$ cat config.mk
export PLATFORM = sky130hd
export DESIGN_NAME = length_prefixed_message_deframer
export DESIGN_NICKNAME = d
export VERILOG_FILES = /design/src/sv/lpmd_pkg.sv /design/src/sv/lpmd_in_stage.sv /design/src/sv/lpmd_parser.sv /design/src/sv/lpmd_out_stage.sv /design/src/sv/length_prefixed_message_deframer.sv
export SDC_FILE = /design/constraint.sdc
export NUM_CORES = 1
export LEC_CHECK = 0
export ABC_AREA = 0
export BUFFER_PORTS_ARGS = -buffer_cell sky130_fd_sc_hd__buf_2
export CORE_MARGIN = 2
export CORE_UTILIZATION = 25
export DETAILED_ROUTE_END_ITERATION = 8
export GPL_ROUTABILITY_DRIVEN = 1
export PLACE_DENSITY = 0.45
export SYNTH_ARGS = -nofsm -noshare
export SYNTH_HDL_FRONTEND = slang
export SYNTH_SLANG_ARGS = --single-unit
$ cat constraint.sdc
create_clock -name clk -period 7.95 [get_ports clk]
set_clock_uncertainty 0.1 [all_clocks]
set_input_delay 0 -clock clk [delete_from_list [all_inputs] [get_ports clk]]
set_output_delay 0 -clock clk [all_outputs]
set_load 0.01 [all_outputs]
$ cat src/sv/lpmd_pkg.sv
// Package for the length-prefixed message deframer.
// Holds the word types, parse phase and byte kind codes shared by every module.
// No dependencies.
package lpmd_pkg;

  localparam int unsigned LEN_BYTES = 4;
  localparam int unsigned LEN_WIDTH = 8 * LEN_BYTES;
  localparam int unsigned CNT_WIDTH = $clog2(LEN_BYTES);

  typedef enum logic [2:0] {
    PH_HEADER = 3'd0,
    PH_KEYLEN = 3'd1,
    PH_KEY    = 3'd2,
    PH_VALLEN = 3'd3,
    PH_VALUE  = 3'd4,
    PH_TRAIL  = 3'd5
  } phase_t;

  typedef enum logic [2:0] {
    KIND_LEN   = 3'd0,
    KIND_HDR   = 3'd1,
    KIND_KEY   = 3'd2,
    KIND_VALUE = 3'd3,
    KIND_TRAIL = 3'd4
  } kind_t;

  typedef enum logic {
    MODE_REQUEST  = 1'b0,
    MODE_RESPONSE = 1'b1
  } mode_t;

  typedef struct packed {
    logic [7:0] msg_byte;
    logic       msg_last;
  } in_word_t;

  typedef struct packed {
    kind_t      byte_kind;
    logic [7:0] byte_out;
    logic       message_done;
    logic       message_ok;
  } out_word_t;

endpackage

$ cat src/sv/lpmd_in_stage.sv
// Input register stage of the deframer.
// Captures one incoming word per cycle while not stalled and holds it until the parser takes it.
// Depends on lpmd_pkg.
module lpmd_in_stage import lpmd_pkg::*; (
  input  logic     clk,
  input  logic     rst,
  input  logic     in_valid,
  output logic     in_stall,
  input  in_word_t in_word,
  output logic     held_valid,
  output in_word_t held_word,
  input  logic     take
);

  logic     valid;
  in_word_t word;

  // The stage can load whenever it is empty or its word leaves this cycle.
  assign in_stall   = valid && !take;
  assign held_valid = valid;
  assign held_word  = word;

  always_ff @(posedge clk) begin
    if (rst) begin
      valid <= 1'b0;
    end else if (!in_stall) begin
      valid <= in_valid;
    end
  end

  always_ff @(posedge clk) begin
    if (!in_stall && in_valid) begin
      word <= in_word;
    end
  end

endmodule

$ cat src/sv/lpmd_parser.sv
// Parse state and byte classification for the deframer.
// Tags one held word per fire and advances the phase, length and count state.
// Depends on lpmd_pkg.
module lpmd_parser import lpmd_pkg::*; (
  input  logic      clk,
  input  logic      rst,
  input  logic      cfg_write,
  input  logic      cfg_data,
  input  logic      fire,
  input  in_word_t  word,
  output out_word_t result
);

  mode_t                 format_mode;
  phase_t                phase;
  phase_t                phase_next;
  logic [CNT_WIDTH-1:0]  count;
  logic [CNT_WIDTH-1:0]  count_next;
  logic [LEN_WIDTH-1:0]  acc;
  logic [LEN_WIDTH-1:0]  acc_next;
  logic [LEN_WIDTH-1:0]  rem;
  logic [LEN_WIDTH-1:0]  rem_next;
  logic [LEN_WIDTH-1:0]  acc_shift;
  logic [LEN_WIDTH-1:0]  rem_dec;
  logic                  len_done;
  kind_t                 kind;

  assign acc_shift = {acc[LEN_WIDTH-9:0], word.msg_byte};
  assign rem_dec   = rem - LEN_WIDTH'(1);
  assign len_done  = (count == CNT_WIDTH'(LEN_BYTES - 1));

  always_comb begin
    phase_next = phase;
    count_next = count;
    acc_next   = acc;
    rem_next   = rem;
    kind       = KIND_TRAIL;
    unique case (phase)
      PH_HEADER: begin
        kind       = KIND_HDR;
        count_next = '0;
        acc_next   = '0;
        phase_next = (format_mode == MODE_REQUEST) ? PH_KEYLEN : PH_VALLEN;
      end
      PH_KEYLEN, PH_VALLEN: begin
        kind     = KIND_LEN;
        acc_next = acc_shift;
        if (len_done) begin
          count_next = '0;
          rem_next   = acc_shift;
          acc_next   = '0;
          if (phase == PH_KEYLEN) begin
            phase_next = (acc_shift == '0) ? PH_VALLEN : PH_KEY;
          end else begin
            phase_next = (acc_shift == '0) ? PH_TRAIL : PH_VALUE;
          end
        end else begin
          count_next = count + CNT_WIDTH'(1);
        end
      end
      PH_KEY: begin
        kind     = KIND_KEY;
        rem_next = rem_dec;
        if (rem_dec == '0) begin
          phase_next = PH_VALLEN;
        end
      end
      PH_VALUE: begin
        kind     = KIND_VALUE;
        rem_next = rem_dec;
        if (rem_dec == '0) begin
          phase_next = PH_TRAIL;
        end
      end
      default: begin
        kind = KIND_TRAIL;
      end
    endcase

    result.byte_kind    = kind;
    result.byte_out     = word.msg_byte;
    result.message_done = word.msg_last;
    result.message_ok   = word.msg_last && (phase_next == PH_TRAIL);

    // The last byte always drops the parser back to the header phase.
    if (word.msg_last) begin
      phase_next = PH_HEADER;
      count_next = '0;
      acc_next   = '0;
      rem_next   = '0;
    end
  end

  always_ff @(posedge clk) begin
    if (rst) begin
      format_mode <= MODE_REQUEST;
    end else if (cfg_write) begin
      format_mode <= mode_t'(cfg_data);
    end
  end

  always_ff @(posedge clk) begin
    if (rst) begin
      phase <= PH_HEADER;
      count <= '0;
      acc   <= '0;
      rem   <= '0;
    end else if (fire) begin
      phase <= phase_next;
      count <= count_next;
      acc   <= acc_next;
      rem   <= rem_next;
    end
  end

  a_last_restarts: assert property (@(posedge clk) disable iff (rst)
    fire && word.msg_last |=> phase == PH_HEADER && rem == '0 && count == '0)
    else $error("parser did not return to the header phase after a last byte");

  a_data_phase_has_bytes: assert property (@(posedge clk) disable iff (rst)
    (phase == PH_KEY || phase == PH_VALUE) |-> rem != '0)
    else $error("data phase entered with no bytes remaining");

  a_header_count_clear: assert property (@(posedge clk) disable iff (rst)
    phase == PH_HEADER |-> count == '0 && acc == '0)
    else $error("length collection state not clear in the header phase");

endmodule

$ cat src/sv/lpmd_out_stage.sv
// Result register stage of the deframer.
// Holds one tagged word until the downstream side takes it.
// Depends on lpmd_pkg.
module lpmd_out_stage import lpmd_pkg::*; (
  input  logic      clk,
  input  logic      rst,
  input  logic      load,
  input  out_word_t load_word,
  output logic      room,
  output logic      out_valid,
  input  logic      out_stall,
  output out_word_t out_word
);

  logic      valid;
  out_word_t word;

  assign room      = !valid || !out_stall;
  assign out_valid = valid;
  assign out_word  = word;

  always_ff @(posedge clk) begin
    if (rst) begin
      valid <= 1'b0;
    end else if (room) begin
      valid <= load;
    end
  end

  always_ff @(posedge clk) begin
    if (room && load) begin
      word <= load_word;
    end
  end

endmodule

$ cat src/sv/length_prefixed_message_deframer.sv
// Top level of the length-prefixed message deframer.
// Instantiates the input stage, the parser and the result stage; uses lpmd_pkg.
//
// The deframer takes one message byte per word, with a flag on the final byte,
// and returns one tagged word for every byte: header code, length field byte,
// key byte, value byte or trailing byte, with the byte itself passed through.
// A message is a header code byte, then in request format a big-endian 32-bit
// key length and the key bytes, then a big-endian 32-bit value length and the
// value bytes; in response format the key section is absent. On the final byte
// message_done is set and message_ok tells whether the value section was
// complete. Key and value bytes go out as they arrive, so a consumer that sees
// message_ok low must drop what it kept of that message. format_mode is taken
// when the header byte is parsed and should only be written while the block is
// idle. A byte is accepted every clock cycle in steady state while out_stall is
// low. Its result is presented on out_word once it has moved from the input
// register into the result register, and can be taken at the next edge.
// A result-side stall holds the result register; the input stalls only when
// both registers are full and the result side is stalling. The parse state is
// updated as each byte moves into the result register, which is what sets the
// one-byte-per-cycle rate.
module length_prefixed_message_deframer import lpmd_pkg::*; (
  input  logic      clk,
  input  logic      rst,
  input  logic      cfg_write,
  input  logic      cfg_data,
  input  logic      in_valid,
  output logic      in_stall,
  input  in_word_t  in_word,
  output logic      out_valid,
  input  logic      out_stall,
  output out_word_t out_word
);

  logic      held_valid;
  in_word_t  held_word;
  logic      room;
  logic      fire;
  out_word_t result;

  // A held byte is parsed in the cycle it moves into the result register.
  assign fire = held_valid && room;

  lpmd_in_stage u_in_stage (
    .clk        (clk),
    .rst        (rst),
    .in_valid   (in_valid),
    .in_stall   (in_stall),
    .in_word    (in_word),
    .held_valid (held_valid),
    .held_word  (held_word),
    .take       (fire)
  );

  lpmd_parser u_parser (
    .clk       (clk),
    .rst       (rst),
    .cfg_write (cfg_write),
    .cfg_data  (cfg_data),
    .fire      (fire),
    .word      (held_word),
    .result    (result)
  );

  lpmd_out_stage u_out_stage (
    .clk       (clk),
    .rst       (rst),
    .load      (fire),
    .load_word (result),
    .room      (room),
    .out_valid (out_valid),
    .out_stall (out_stall),
    .out_word  (out_word)
  );

  // A completed message is only ever reported on its final byte.
  a_ok_needs_done: assert property (@(posedge clk) disable iff (rst)
    out_valid && out_word.message_ok |-> out_word.message_done)
    else $error("message_ok raised without message_done");

endmodule
==> impl_results.md, run 1 <==
- Status: completed
- Clock period minus worst slack: 3.57 ns
- First-pass GRT wire length: 22500 µm
- Initial antenna violation count: 0
- Setup-failing EPs final: 0
- Max incr delay on CP: 0.85 ns
- Core Box Area: 17800 µm²
- Critical Path Source Type: flop
- Sequential area share after synthesis: 43.1%
- Die W: 138 µm
- Worst hold path type: in -> reg
- Number of flops mapped to enable cells by yosys: 22
- Leak Pwr: 0.00189 µW
- Ys async rst share: 0%
- WL final: 14000 µm
- Largest family of logic cells by synthesized area: simple AND/OR/NAND/NOR gates
- Yosys top cell area share: 28.4%
- 1st-iter DRT viols: 335
- Simple-Gate Fraction of Synth Area: 28.5%
- Final WS setup: 4.38 ns
- Synth Area in XOR/XNOR: 1.94%
- Crit path top cell by count: nor3_1
- Setup crit end kind: flop
- HP Start: rst
- Post-Synth Adder-Cell Area: 0.833%
- Final Hold Vio Count: 0
- Multi-input gate area: 2370 µm²
- CP required: 7.96 ns
- Diode count: 0
- FF/Latch Area: 1940 µm²
- Largest net degree at the start of global routing: 66
- Complex-gate fraction of the synthesized area: 20.3%
- P&R area growth vs syn: 16.7%
- DP HPWL: 9630 µm
- Worst-Margin Slew: 1.02 ns
- Hold Crit Endpoint: u_out_stage.out_valid
- # Post-CTS Setup Buffers: 0
- Clk_lat worst skew: 0.35 ns
- Critical path's slowest cell: nor3_1
- Cts bufs inserted: 9
- Placement Setup Slack: 4.42 ns
- Worst-path clk slew: 0.07 ns
- Residual DRC: 0
- Library cells used by synthesis: 62
- Bufs on Longest Clock Path: 2
- Final nets: 594
- Worst path cell trace: nor3_1 -> nand3_1 -> a2111o_1 -> a221oi_2 -> nor4_2 -> a31oi_1 -> nor3_1
- GRT Residual Overflow: 0
- Fin Setup TNS: 0 ns
- Fmax: 280 MHz
- TritonCTS clock tree: built
- Starting Density: 25.3%
- Syn_nets: 575
- Vias in the first global route: 4025
- Worst R2R Start: u_parser.rem[4]
- Clock sink total: 86
- Peak VDD IR: 0.116 mV
- FILL cells: 1894
- CP Buf/Inv Count: 0
- WP data arrival: 3.58 ns
- Synth Instances: 557
- IO Pins: 30
- Cell taking the most area after synthesis: dfxtp_1
- Drt first pass iters: 5
- Post-route clock period utilization: 44.9%
- CTS root buf: clkbuf_16
- Slew Limit Headroom: 31.2%
- Number of port buffers: 29
- Vias per cell: 5.25
- Share of layout cells above drive strength 1: 11.7%
- Syn avg cell area: 8.09 µm²
- Synth top area cells: dfxtp_1, edfxtp_1, nand2_1, a21oi_1, nor2_1
- Global Route Usage Sum: 14.9%
- Top_reg_cell synth: dfxtp_1
- Slew Limit Fails: 0
- H-tree depth: 3
- Unrepaired setup endpoints after global routing: false
- Die height: 138 µm
- Die ar.: 19100 µm²
- Yosys warnings: 0
- Max cap viols: 0
- WS Path Type: reg -> reg
- P per Cell Area: 196 nW/µm²
- Routed Antenna Nets: 0
- Final Cell Area: 5260 µm²
- Hold depth: 3
- Multiplexer area fraction after synthesis: 0.722%
- Reg2reg setup slack: 4.38 ns
- FF-to-FF path depth: 7
- FF-to-FF End: u_out_stage.out_word[0]
- Mapped Area: 4510 µm²
- Placed Area: 4830 µm²
- Via count: 4254
- Top cell family by delay on the critical path: simple AND/OR/NAND/NOR gates
- Row cnt: 49
- GP Congestion: 0.874
- Crit-path max FO: 15
- Most frequent cell after synthesis: nand2_1
- Most frequent cells after synthesis: nand2_1, dfxtp_1, nor2_1
- Synth Register Bits: 86
- Post-CTS Resized: 0
- WL/cell: 17.3 µm
## worst register-to-register path: cells and delay by family (launching register included)
kind	cells	cell delay, ns
and+or+nand+nor	4	1.76
AOI/OAI and AO/OA	3	1.10
DFF	1	0.36
## state kept, by name, summed over array words and instances, names as in the netlist, 2 cells and up
register / cells
u_parser.rem: 32
u_parser.acc: 24
u_out_stage.out_word: 13
u_in_stage.held_word: 9
u_parser.phase: 3
u_parser.count: 2
## metrics by stage
step,util [%],cells,total power [µW],hold slack (ns)
after floorplan,-,557,566,-0.00113
after global placement,27.1,781,604,0.0791
after detailed placement,27.1,781,604,0.0795
after CTS,29.5,810,1040,0.187
after global routing,29.5,810,1080,0.217
final,29.5,810,1030,0.173
## how the worst max path moves through the flow
stage / startpoint / endpoint / slack, ns / depth (start not counted)
2_1_floorplan: u_parser.rem[9] / u_parser.rem[31] / 5.19 / 8
3_3_place_gp: u_parser.rem[4] / u_out_stage.out_word[0] / 4.56 / 7
3_5_place_dp: u_parser.rem[4] / u_out_stage.out_word[0] / 4.42 / 7
4_1_cts: u_parser.rem[4] / u_out_stage.out_word[0] / 4.41 / 7
5_1_grt: u_parser.rem[4] / u_out_stage.out_word[0] / 4.03 / 7
6_report: u_parser.rem[4] / u_out_stage.out_word[0] / 4.38 / 7
## metal layers
| metal | GRT usage, % | part of all wire [%] |
|---|---|---|
| met5 | 0 | 0 |
| met3 | 3.29 | 4.5 |
| met1 | 20.6 | 47 |
| met4 | 4.94 | 1.9 |
| met2 | 23.0 | 46 |
## timing repair
action                                 4_1_cts  5_1_grt
endpoints found under the hold margin       12        0
setup endpoints to repair                    0        0
hold buffers                                13        0
## layout make-up
| type | count | share of cell area, % |
|---|---|---|
| clock buffer | 9 | 4.28 |
| inverter | 10 | 0.714 |
| tap | 229 | 5.45 |
| clock inverter | 7 | 1.38 |
| multi-input combinational | 420 | 45.0 |
| timing repair buffer | 49 | 6.24 |
| sequential | 86 | 36.9 |
## placed cells by master, fill, tap and decap left out, types with 4 or more instances in the layout
master         netlist  routed
nand2_1             75      75
dfxtp_1             64      64
nor2_1              59      58
a21oi_1             54      54
nand3_1             33      33
buf_2                0      29
o21ai_0             25      25
edfxtp_1            22      22
nor4_1              20      20
a22oi_1             18      18
o21ai_1             16      16
nor3_1              14      13
dlygate4sd3_1        0      13
nand4_1              9       9
clkbuf_16            0       9
inv_1                8       8
o211ai_1             8       8
xor2_1               7       7
buf_4                0       7
or4_1                6       6
a22o_1               5       5
o31ai_1              5       5
or2_2                4       4
nor2b_1              4       4
or3_1                4       4
## power breakdown
| part | internal (µW) | switching (µW) | total, µW |
|---|---|---|---|
| registers | 458 | 11.8 | 470 |
| clock network | 244 | 187 | 431 |
| logic | 45.0 | 85.3 | 130 |
## cells by family (layout without fill, tap and decap cells)
| logic type | Yosys count | in the layout |
|---|---|---|
| xor gates and xnor gates | 10 | 10 |
| DFF | 86 | 86 |
| and+or+nand+nor | 254 | 254 |
| muxes | 3 | 3 |
| AOI/OAI and AO/OA | 150 | 150 |
| adders and majority gates | 3 | 3 |
| buffers and inverters | 51 | 75 |
(Power assumes the default switching activity.)
==> inputs of run 2 (changes only) <==
- ABC_AREA: 0 -> 1
- PLACE_DENSITY: 0.45 -> 0.46
- clock period: 7.95 -> 3.1 ns (I/O delays scaled with it)
==> impl_results.md, run 2 <==
- Worst-path clk slew: 0.07 ns (about the same)
- Cts bufs inserted: 9 (unchanged)
- Most frequent cells after synthesis: nand2_1, nor2_1, a21oi_1
- Worst-Margin Slew: 0.778 ns (-0.247 ns)
- Final Hold Vio Count: 0 (unchanged)
- Starting Density: 25.6% (+0.33 points)
- Peak VDD IR: 0.210 mV (+81%)
- WL final: 14200 µm (+1.3%)
- GRT Residual Overflow: 0 (unchanged)
- First-pass GRT wire length: 22500 µm (-0.18%)
- Routed Antenna Nets: 0 (unchanged)
- Max cap viols: 0 (unchanged)
- DP HPWL: 10100 µm (+5.4%)
- Global Route Usage Sum: 14.8% (-0.072 points)
- FF/Latch Area: 1940 µm² (unchanged)
- Vias per cell: 4.81 (-8.3%)
- Synth top area cells: dfxtp_1, edfxtp_1, nand2_1, a21oi_1, nor2_1
- Yosys warnings: 0 (unchanged)
- Final nets: 700 (+18%)
- P per Cell Area: 531 nW/µm² (+170%)
- Diode count: 0 (unchanged)
- Row cnt: 49 (unchanged)
- Unrepaired setup endpoints after global routing: false
- P&R area growth vs syn: 17.1%
- Die W: 140 µm (+1.3%)
- Setup-failing EPs final: 0 (unchanged)
- Clock period minus worst slack: 2.63 ns (-0.936 ns)
- Worst R2R Start: u_parser.rem[0]
- Critical Path Source Type: flop
- Initial antenna violation count: 0 (unchanged)
- Status: completed
- Residual DRC: 0 (unchanged)
- Fmax: 380 MHz (+36%)
- Number of port buffers: 29 (unchanged)
- H-tree depth: 3 (unchanged)
- Core Box Area: 18100 µm² (+1.4%)
- FF-to-FF path depth: 16 (+9)
- Most frequent cell after synthesis: nand2_1
- Share of layout cells above drive strength 1: 12.7% (+0.96 points)
- GP Congestion: 0.854 (-2.3%)
- Die ar.: 19600 µm² (+2.6%)
- Total Power: 2880 µW (+180%)
- Drt first pass iters: 6 (+1)
- Setup crit end kind: flop
- Synth Instances: 646 (+16%)
- CP required: 3.21 ns (-4.75 ns)
- Hold Crit Endpoint: u_in_stage.held_word[5]
- Cell taking the most area after synthesis: dfxtp_1
- Yosys top cell area share: 27.7% (-0.75 points)
- WL/cell: 15.5 µm (-10%)
- Largest net degree at the start of global routing: 54 (-18%)
- Hold depth: 2 (-1)
- # Post-CTS Setup Buffers: 0 (unchanged)
- Leak Pwr: 0.00219 µW (+16%)
- Slew Limit Headroom: 48.1% (+17 points)
- Hold_buf cts: 16 (+3)
- Multi-input gate area: 2310 µm² (-2.5%)
- Syn avg cell area: 7.16 µm² (-11%)
- Clk_lat worst skew: 0.35 ns (about the same)
- Die height: 140 µm (+1.3%)
- Post-route clock period utilization: 84.8% (+40 points)
- TritonCTS clock tree: built
- Max reg flops: 32 (unchanged)
- Finished Core Util: 30.0% (+0.49 points)
- Commonest non-fill, non-tap cell in the layout: nand2_1
- Mapped Area: 4630 µm² (+2.7%)
- WS Path Type: reg -> reg
- Top_reg_cell synth: dfxtp_1
- Largest register by flop count: u_parser.rem
- Final WS setup: 0.471 ns (-3.91 ns)
- Number of flops mapped to enable cells by yosys: 22 (unchanged)
- Clock sink total: 86 (unchanged)
- Synth Register Bits: 86 (unchanged)
- Library cells used by synthesis: 35 (-44%)
- HP Start: in_word[5]
- Bufs on Longest Clock Path: 2 (unchanged)
- Crit path launch: u_parser.rem[0]
- Fin Setup TNS: 0 ns (unchanged)
- Via count: 4410 (+3.7%)
- Vias in the first global route: 4063 (+0.94%)
- Post-CTS Resized: 0 (unchanged)
- Worst hold path type: in -> reg
- CTS root buf: clkbuf_16
- Sequential area share after synthesis: 42.0% (-1.1 points)
- Most frequent cells in the layout: nand2_1, nor2_1, a21oi_1, dfxtp_1, inv_1
- FILL cells: 1966 (+3.8%)
- WP data arrival: 2.74 ns (-0.84 ns)
- Slew Limit Fails: 0 (unchanged)
- Final Cell Area: 5420 µm² (+3.1%)
- 1st-iter DRT viols: 404 (+21%)
- IO Pins: 30 (unchanged)
- Placed Area: 4980 µm² (+3.1%)
- Crit-path max FO: 7 (-8)
- Ys async rst share: 0% (unchanged)
- Reg2reg setup slack: 0.47 ns (-3.91 ns)
- FF-to-FF End: u_out_stage.out_word[0]
- Syn_nets: 664 (+15%)
- Placement Setup Slack: 0.489 ns (-3.93 ns)
[run 2: worst max-delay path, cell delays in order (launching register included)]
cell and delay (ns):
dfxtp_1 0.34, inv_2 0.10, ha_1 0.34, nand2_1 0.20
nor2_4 0.25, nand3_1 0.10, nand2_1 0.10, nand2_1 0.09
nor2_1 0.11, nand2_1 0.09, nor2_1 0.14, nand3_1 0.15
nand2_1 0.09, nand2_1 0.05, nand2_1 0.08, nand4_1 0.08
nor2_1 0.09
[run 2: metal layers]
layer | up-vias | GRT usage [%] | part of all wire (%)
li1 | 2234 | - | -
met1 | 2060 | 20.7 | 49
met2 | 96 | 22.7 | 45
met3 | 20 | 2.32 | 3.6
met4 | 0 | 6.38 | 2.5
met5 | - | 0 | 0
[run 2: kinds of logic after synthesis]
logic type / synth area share (%)
simple gates: 28.8
compound gates: 19.8
buf+inv: 8.22
fa+ha+maj: 0.811
xor+xnor: 0.379
flops: 42.0
[run 2: final cells by class]
type / instances / share of cell area [%]
Sequential cell: 86 / 35.8
Timing Repair Buffer: 52 / 6.60
Multi-Input combinational cell: 467 / 42.6
Tap cell: 229 / 5.29
Inverter: 66 / 4.57
Clock buffer: 9 / 4.16
Clock inverter: 7 / 0.993
[run 2: worst max-delay path by stage]
stage | end | slack, ns | cells after the start
after floorplan | u_parser.count[0] | 0.90 | 9
after global placement | u_out_stage.out_word[0] | 0.53 | 16
after detailed placement | u_out_stage.out_word[0] | 0.49 | 16
after CTS | u_out_stage.out_word[0] | 0.47 | 16
after global routing | u_out_stage.out_word[0] | 0.20 | 16
final | u_out_stage.out_word[0] | 0.47 | 16
[run 2: power by group]
group	total [µW]	internal (µW)	switching, µW	leakage [µW]
logic	582	186	396	0.00132
clock network	1050	553	500	0.000137
registers	1240	1200	42.8	0.000730
[run 2: per-stage QoR]
step | cells | hold slack (ns)
after floorplan | 646 | -0.00602
after detailed placement | 884 | 0.0789
after global routing | 916 | 0.249
final | 916 | 0.255
after global placement | 884 | 0.0784
after CTS | 916 | 0.245
